File: src/design/uvd_pkg.sv
// Shared types and constants for the UTF-8 validating decoder.
package uvd_pkg;

    typedef enum logic [2:0] {
        ERR_OK        = 3'd0,
        ERR_START     = 3'd1,
        ERR_CONT      = 3'd2,
        ERR_END       = 3'd3,
        ERR_OVERLONG  = 3'd4,
        ERR_CODEPOINT = 3'd5
    } t_err;

    localparam logic [20:0] MAX_1BYTE    = 21'h00007F;
    localparam logic [20:0] MAX_2BYTE    = 21'h0007FF;
    localparam logic [20:0] MAX_3BYTE    = 21'h00FFFF;
    localparam logic [20:0] SURR_LO      = 21'h00D800;
    localparam logic [20:0] SURR_HI      = 21'h00DFFF;
    localparam logic [20:0] MAX_SCALAR   = 21'h10FFFF;

    // Decoder state carried between bytes.
    typedef struct packed {
        logic [2:0]  seq_len;
        logic [1:0]  taken;
        logic [20:0] acc;
        logic        held_err;
        logic [7:0]  held_bad;
        logic        discard;
    } t_state;

    // One result transaction.
    typedef struct packed {
        logic [20:0] code_point;
        t_err        error_code;
        logic [7:0]  offending_byte;
        logic        closes_string;
    } t_result;

endpackage

File: src/design/uvd_step.sv
// Single-byte decode step: next state and optional result.
module uvd_step (
    input  uvd_pkg::t_state  i_state,
    input  logic [7:0]       i_byte,
    input  logic             i_last,
    output uvd_pkg::t_state  o_state,
    output logic             o_emit,
    output uvd_pkg::t_result o_result
);
    import uvd_pkg::*;

    logic        held_err_n;
    logic [7:0]  held_bad_n;
    logic [20:0] acc_n;
    logic [2:0]  taken_n;
    logic [2:0]  min_len;
    t_err        err;
    logic [20:0] cp;
    logic [7:0]  bad;

    always_comb begin
        o_state    = i_state;
        o_emit     = 1'b0;
        err        = ERR_OK;
        cp         = '0;
        bad        = '0;
        held_err_n = i_state.held_err;
        held_bad_n = i_state.held_bad;
        acc_n      = {i_state.acc[14:0], i_byte[5:0]};
        taken_n    = {1'b0, i_state.taken} + 3'd1;
        if (acc_n <= MAX_1BYTE) begin
            min_len = 3'd1;
        end else if (acc_n <= MAX_2BYTE) begin
            min_len = 3'd2;
        end else if (acc_n <= MAX_3BYTE) begin
            min_len = 3'd3;
        end else begin
            min_len = 3'd4;
        end

        if (i_state.discard) begin
            // drop bytes until the string ends
            if (i_last) begin
                o_state = '0;
            end
        end else if (i_state.seq_len == 3'd0) begin
            if (i_byte[7] == 1'b0) begin
                o_emit = 1'b1;
                cp     = {13'd0, i_byte};
            end else if (i_byte[7:5] == 3'b110 || i_byte[7:4] == 4'b1110 ||
                         i_byte[7:3] == 5'b11110) begin
                if (i_last) begin
                    o_emit = 1'b1;
                    err    = ERR_END;
                end else begin
                    o_state.taken    = 2'd1;
                    o_state.held_err = 1'b0;
                    o_state.held_bad = '0;
                    if (i_byte[7:5] == 3'b110) begin
                        o_state.seq_len = 3'd2;
                        o_state.acc     = {16'd0, i_byte[4:0]};
                    end else if (i_byte[7:4] == 4'b1110) begin
                        o_state.seq_len = 3'd3;
                        o_state.acc     = {17'd0, i_byte[3:0]};
                    end else begin
                        o_state.seq_len = 3'd4;
                        o_state.acc     = {18'd0, i_byte[2:0]};
                    end
                end
            end else begin
                o_emit = 1'b1;
                err    = ERR_START;
                bad    = i_byte;
            end
        end else begin
            // keep only the first bad continuation byte
            if (i_byte[7:6] != 2'b10 && !i_state.held_err) begin
                held_err_n = 1'b1;
                held_bad_n = i_byte;
            end
            o_state.acc      = acc_n;
            o_state.held_err = held_err_n;
            o_state.held_bad = held_bad_n;
            if (taken_n < i_state.seq_len) begin
                if (i_last) begin
                    o_emit = 1'b1;
                    err    = ERR_END;
                end else begin
                    o_state.taken = taken_n[1:0];
                end
            end else begin
                o_emit = 1'b1;
                if (held_err_n) begin
                    err = ERR_CONT;
                    bad = held_bad_n;
                end else if ((acc_n >= SURR_LO && acc_n <= SURR_HI) ||
                             acc_n > MAX_SCALAR) begin
                    err = ERR_CODEPOINT;
                end else if (i_state.seq_len > min_len) begin
                    err = ERR_OVERLONG;
                end else begin
                    cp = acc_n;
                end
            end
        end

        if (o_emit) begin
            o_state         = '0;
            o_state.discard = (err != ERR_OK) && !i_last;
        end

        o_result.code_point     = cp;
        o_result.error_code     = err;
        o_result.offending_byte = bad;
        o_result.closes_string  = (err != ERR_OK) || i_last;
    end

endmodule

File: src/design/utf8_validating_decoder.sv
// Top level of the streaming strict UTF-8 decoder.
//
// Input channel: one byte per transaction on i_byte_value, with
// i_end_of_string marking the last byte of a string. A transaction completes
// when i_in_valid is high and o_in_stall is low.
// Output channel: one decoded code point or error report per transaction on
// o_code_point / o_error_code / o_offending_byte / o_closes_string, taken when
// o_out_valid is high and i_out_stall is low.
// Each byte is decoded in the cycle it is accepted; its result, if any, is
// registered in the output register, or in the skid register while the
// output register still holds an untaken result. Throughput is one byte per
// cycle while o_in_stall is low: the decode step is a single pass of shallow
// logic against the state register. A two-entry output buffer (output
// register plus skid register) lets a new byte enter while a finished result
// still waits; o_in_stall rises only when both entries are full, i.e. after
// the receiver has stalled while another result was produced.
// Synchronous reset (i_rst_n low) returns the decoder to idle, clears the
// discard mode and empties the output buffer.
// After an error the block reports once and silently drops the remaining
// bytes of the string, up to and including the end-of-string byte.
module utf8_validating_decoder (
    input  logic        i_clk,
    input  logic        i_rst_n,
    input  logic        i_in_valid,
    output logic        o_in_stall,
    input  logic [7:0]  i_byte_value,
    input  logic        i_end_of_string,
    output logic        o_out_valid,
    input  logic        i_out_stall,
    output logic [20:0] o_code_point,
    output logic [2:0]  o_error_code,
    output logic [7:0]  o_offending_byte,
    output logic        o_closes_string
);
    import uvd_pkg::*;

    t_state  r_st;
    t_state  n_st;
    logic    step_emit;
    t_result step_res;

    t_result r_out;
    logic    r_out_valid;
    t_result r_skd;
    logic    r_skd_valid;

    logic    in_fire;
    logic    out_fire;
    logic    res_valid;

    assign o_in_stall = r_skd_valid;
    assign in_fire    = i_in_valid && !r_skd_valid;
    assign out_fire   = r_out_valid && !i_out_stall;
    assign res_valid  = in_fire && step_emit;

    uvd_step u_step (
        .i_state  (r_st),
        .i_byte   (i_byte_value),
        .i_last   (i_end_of_string),
        .o_state  (n_st),
        .o_emit   (step_emit),
        .o_result (step_res)
    );

    // Decoder state: advance only on an accepted byte.
    always_ff @(posedge i_clk) begin
        if (!i_rst_n) begin
            r_st <= '0;
        end else if (in_fire) begin
            r_st <= n_st;
        end
    end

    // Output buffer control.
    always_ff @(posedge i_clk) begin
        if (!i_rst_n) begin
            r_out_valid <= 1'b0;
            r_skd_valid <= 1'b0;
        end else if (r_skd_valid) begin
            // input is stalled: move the skid entry forward once drained
            if (out_fire) begin
                r_skd_valid <= 1'b0;
            end
        end else if (res_valid) begin
            if (r_out_valid && !out_fire) begin
                r_skd_valid <= 1'b1;
            end
            r_out_valid <= 1'b1;
        end else if (out_fire) begin
            r_out_valid <= 1'b0;
        end
    end

    // Output buffer payload.
    always_ff @(posedge i_clk) begin
        if (r_skd_valid) begin
            if (out_fire) begin
                r_out <= r_skd;
            end
        end else if (res_valid) begin
            if (r_out_valid && !out_fire) begin
                r_skd <= step_res;
            end else begin
                r_out <= step_res;
            end
        end
    end

    assign o_out_valid      = r_out_valid;
    assign o_code_point     = r_out.code_point;
    assign o_error_code     = r_out.error_code;
    assign o_offending_byte = r_out.offending_byte;
    assign o_closes_string  = r_out.closes_string;

    // The skid entry is only ever occupied behind a full output register.
    a_skid_behind_out: assert property (@(posedge i_clk) disable iff (!i_rst_n)
        r_skd_valid |-> r_out_valid)
        else $error("skid entry valid with empty output register");

    // An error report carries no code point and always closes the string.
    a_err_closes: assert property (@(posedge i_clk) disable iff (!i_rst_n)
        (r_out_valid && r_out.error_code != ERR_OK) |->
        (r_out.code_point == 21'd0 && r_out.closes_string))
        else $error("error result with code point or open string");

    // While in discard mode the sequence position is always idle.
    a_discard_idle: assert property (@(posedge i_clk) disable iff (!i_rst_n)
        r_st.discard |-> (r_st.seq_len == 3'd0 && r_st.taken == 2'd0))
        else $error("discarding while a sequence is in progress");

    // The skid fills only when the receiver stalled a waiting result.
    a_skid_fill: assert property (@(posedge i_clk) disable iff (!i_rst_n)
        (!r_skd_valid ##1 r_skd_valid) |-> $past(r_out_valid && i_out_stall))
        else $error("skid filled without an output stall");

endmodule

File: config.mk
export PLATFORM = sky130hd
export DESIGN_NAME = utf8_validating_decoder
export DESIGN_NICKNAME = d
export VERILOG_FILES = /design/src/design/uvd_pkg.sv /design/src/design/uvd_step.sv /design/src/design/utf8_validating_decoder.sv
export SDC_FILE = /design/constraint.sdc
export NUM_CORES = 1
export LEC_CHECK = 0
export BUFFER_PORTS_ARGS = -buffer_cell sky130_fd_sc_hd__buf_2
export CORE_UTILIZATION = 50
export DETAILED_ROUTE_END_ITERATION = 7
export GPL_ROUTABILITY_DRIVEN = 1
export PLACE_DENSITY = 0.73
export SETUP_SLACK_MARGIN = 0.3
export SLEW_MARGIN = 10
export SYNTH_ARGS = -nofsm -noshare
export SYNTH_HDL_FRONTEND = slang
export SYNTH_SLANG_ARGS = --single-unit
File: constraint.sdc
create_clock -name i_clk -period 5.6 [get_ports i_clk]
set_input_delay 1.12 -clock i_clk [delete_from_list [all_inputs] [get_ports i_clk]]
set_output_delay 1.12 -clock i_clk [all_outputs]
set_load 0.005 [all_outputs]
==> PnR_summary.wiki <==
{| class="wikitable"
! Metric !! Value
|-
| Status || completed
|-
| Fillers || 747
|-
| Main area contributors after synthesis || sky130_fd_sc_hd__edfxtp_1, sky130_fd_sc_hd__dfxtp_1, sky130_fd_sc_hd__mux2_2
|-
| Remaining number of nets flagged by the antenna check after routing || 0
|-
| Global-route total usage across every layer || a little over a fifth
|-
| Setup Total Neg Slack || 0 ps
|-
| Critical path data arrival time || around 3200 ps
|-
| Count of input and output buffers || 47
|-
| Basic-gate share of the synthesized area counting and, or, nand and nor cells || 17.0%
|-
| Die Footprint || approximately 0.0093 mm2
|-
| Hold Vio Cnt, Final || 0
|-
| Setup repair after global routing missed its margin || false
|-
| Endpoint required time on the critical path || about 5600 ps
|-
| Vias || slightly below 3000
|-
| Largest net degree at the start of global routing || 53
|-
| Largest delay contributor family on the critical path || compound AO/OA/AOI/OAI gates
|-
| Maximum clock frequency || ~0.31 GHz
|-
| Crit. Startpoint || r_st[31]
|-
| Num ports || 48
|-
| Number of maximum-capacitance violations || 0
|-
| Most frequent CP cell || sky130_fd_sc_hd__ha_1
|-
| Fraction of registers with async set or reset after synthesis || 0%
|-
| Synth area leader || sky130_fd_sc_hd__edfxtp_1
|-
| Synth Cell Area || 0.00444 mm2
|-
| Core box area || around 0.0087 mm2
|-
| Area added between synthesis and finish || 10.6%
|-
| CP max stage delay || just under 900 ps
|-
| Synthesized flop and latch total || 98
|-
| Die Y || 96.3 um
|-
| Worst R2R Start || r_st[31]
|-
| Share of synthesized area occupied by flip-flops and latches || 59.0%
|-
| Worst clock skew || 11.3 ps
|-
| Final-stage net count || between 400 and 500
|-
| P_leak || 1.86 nW
|-
| Placer's final routability congestion estimate || 0.948
|-
| Synth Area in Compound Gates || 13.9%
|-
| Average size of a mapped cell || 12.1 um2
|-
| Yosys Warn Count || 0
|-
| Post-Synthesis Net Count || 387
|-
| Avg Vias per Cell || 5.68
|-
| Category of the worst setup path capture point || flop
|-
| Clock net sink count || between 90 and 100
|-
| Adder and majority gate portion of the synthesized area || ~1.7%
|-
| Most common library cell in the layout ignoring fill and taps || sky130_fd_sc_hd__edfxtp_1
|-
| Prevailing post-synth register cell || sky130_fd_sc_hd__edfxtp_1
|-
| Worst-case headroom to the max-slew limit || 26.4%
|-
| Setup Fix Bufs, Post-CTS || 0
|-
| Number of rows in the core area || 34
|-
| Post-DP HPWL || 6140 um
|-
| Largest family of logic cells by synthesized area || simple AND/OR/NAND/NOR gates
|-
| Leftover overflow at the end of global routing || 0
|-
| Worst supply voltage drop on vdd || 0.000131 V
|-
| Fraction of layout instances using a drive strength above 1 || 26.9%
|-
| Ratio of total power to cell area || 286 mW/mm2
|-
| Power after layout || 1.41 mW
|-
| Initial core utilization || 51.2%
|-
| Aggregate routed wire length || 9060 um
|-
| Max-slew violation count || 0
|-
| Total DRC errors in the routed layout || 0
|-
| Core utilization of the finished layout || between 50 and 60%
|-
| Final worst path period need || 3220 ps
|-
| Post-cts resize count || 0
|-
| Skew-Pair Late Insertion Delay || 380 ps
|-
| Cell with the largest stage delay on the worst path || sky130_fd_sc_hd__a21boi_4
|-
| Worst-path fanout max || 33
|-
| Buffers and inverters on the worst path || 0
|-
| Number of diodes || 0
|-
| Clock buffers created by TritonCTS || 9
|-
| First-pass GRT wire length || 14500 um
|-
| Hold Startpoint || r_st[1]
|-
| Post-detailed-route wirelength per cell || 17.4 um
|-
| Number of global-route vias before repair || between 2000 and 3000
|-
| Kind of launch point of the worst setup path || flop
|-
| TritonCTS clock tree || yes
|-
| Buffer type at the clock tree root || sky130_fd_sc_hd__clkbuf_8
|-
| Number of unique standard cell types used by synthesis || 54
|-
| Fraction of the cycle the final worst path needs || roughly 57%
|-
| Count of hold buffers inserted by post-cts repair || 0
|-
| Path type of the worst setup path || flop to flop
|-
| Xor and xnor fraction of the mapped netlist area || 0%
|-
| Length of the first detailed-routing pass in iterations || 5
|-
| Deepest clock path buffer count || 2
|-
| Depth of the CTS H-tree || 3
|-
| Final setup viols || 0
|-
| Cells traversed along the worst timing path || ha_1 -> ha_1 -> and2_1 -> a211oi_1 -> o21a_1 -> or3_1 -> a21boi_4
|-
| Die span in x || 96.3 um
|-
| Number of cells produced by synthesis || 368
|-
| Most frequent cells in the layout || sky130_fd_sc_hd__edfxtp_1, sky130_fd_sc_hd__buf_2, sky130_fd_sc_hd__dfxtp_1
|-
| Worst min path class || flop to flop
|-
| Fraction of synthesized area in multiplexers || 5.07%
|-
| Count of flip-flops with a built-in enable after synthesis || 66
|-
| Synth top area share || around 45%
|-
| Antenna violations before repair || 0
|-
| Clock transition at path regs || 90 ps
|-
| Actual slew at the worst max-slew pin || around 1100 ps
|-
| Initial detailed-routing violation count || 142
|-
| R2r setup slk || 2380 ps
|}
synthesized netlist by cell type, types with 5 or more instances:
cell and instances:
sky130_fd_sc_hd__o21ai_0 14, sky130_fd_sc_hd__nor2_1 21, sky130_fd_sc_hd__and2_4 11, sky130_fd_sc_hd__nor2b_1 20, sky130_fd_sc_hd__o31ai_1 8, sky130_fd_sc_hd__mux2_2 20
sky130_fd_sc_hd__clkbuf_1 13, sky130_fd_sc_hd__inv_1 11, sky130_fd_sc_hd__dfxtp_1 32, sky130_fd_sc_hd__nand3_1 5, sky130_fd_sc_hd__and2_1 16, sky130_fd_sc_hd__a22oi_1 12
sky130_fd_sc_hd__nand2_1 27, sky130_fd_sc_hd__edfxtp_1 66, sky130_fd_sc_hd__ha_1 6, sky130_fd_sc_hd__a22o_1 16, sky130_fd_sc_hd__a21oi_1 9
state kept, by name, indices dropped and copies added (netlist names):
name and cells:
o_out_valid 1, o_offending_byte 8, r_st 30, o_closes_string 1, o_in_stall 1, o_error_code 3
o_code_point 21, r_skd 33
logic make-up after synthesis:
| kind of cell | count (synthesis) |
|---|---|
| and+or+nand+nor | 129 |
| DFF | 98 |
| AOI/OAI and AO/OA | 84 |
| buffers and inverters | 31 |
| muxes | 20 |
| adders and majority gates | 6 |
worst paths after layout:
path                       to  cells past startpoint
max          o_code_point[14]                      7
min                   r_st[1]                      1
max reg2reg  o_code_point[14]                      7
min reg2reg           r_st[1]                      1
layer usage:
| layer | routed length, um | track usage, % | vias up |
|---|---|---|---|
| li1 | - | - | 1452 |
| met1 | 4330 | 29.6 | 1414 |
| met2 | 4130 | 32.1 | 76 |
| met3 | 456 | 5.92 | 11 |
| met4 | 144 | 7.21 | 0 |
| met5 | 0 | 0 | - |
through the flow:
stage | std cells | instance area, um2 | hold WS [ps] | worst slack (ps)
detailed placement | 504 | 4730 | 467 | 1990
global placement | 504 | 4730 | 463 | 2100
finish | 520 | 4910 | 490 | 2380
global route | 520 | 4910 | 520 | 2170
CTS | 520 | 4910 | 492 | 2320
floorplan | 368 | 4440 | 450 | 525
power breakdown:
group | switching (mW) | internal (mW) | leakage, nW | total (mW)
combinational | 0.0847 | 0.0571 | 0.869 | 0.142
sequential | 0.0184 | 0.813 | 0.897 | 0.832
clock | 0.264 | 0.168 | 0.0921 | 0.432
area by class of cell:
| class | count | area (um2) | area share [%] |
|---|---|---|---|
| well taps | 108 | 135 | 2.75 |
| flip-flops and latches | 98 | 2620 | 53.4 |
| clock buffers | 9 | 124 | 2.52 |
| repair buffers | 48 | 243 | 4.94 |
| inverters | 11 | 41.3 | 0.840 |
| clock inverters | 7 | 58.8 | 1.20 |
| multi-input cells | 239 | 1690 | 34.4 |
(Power assumes the default switching activity.)
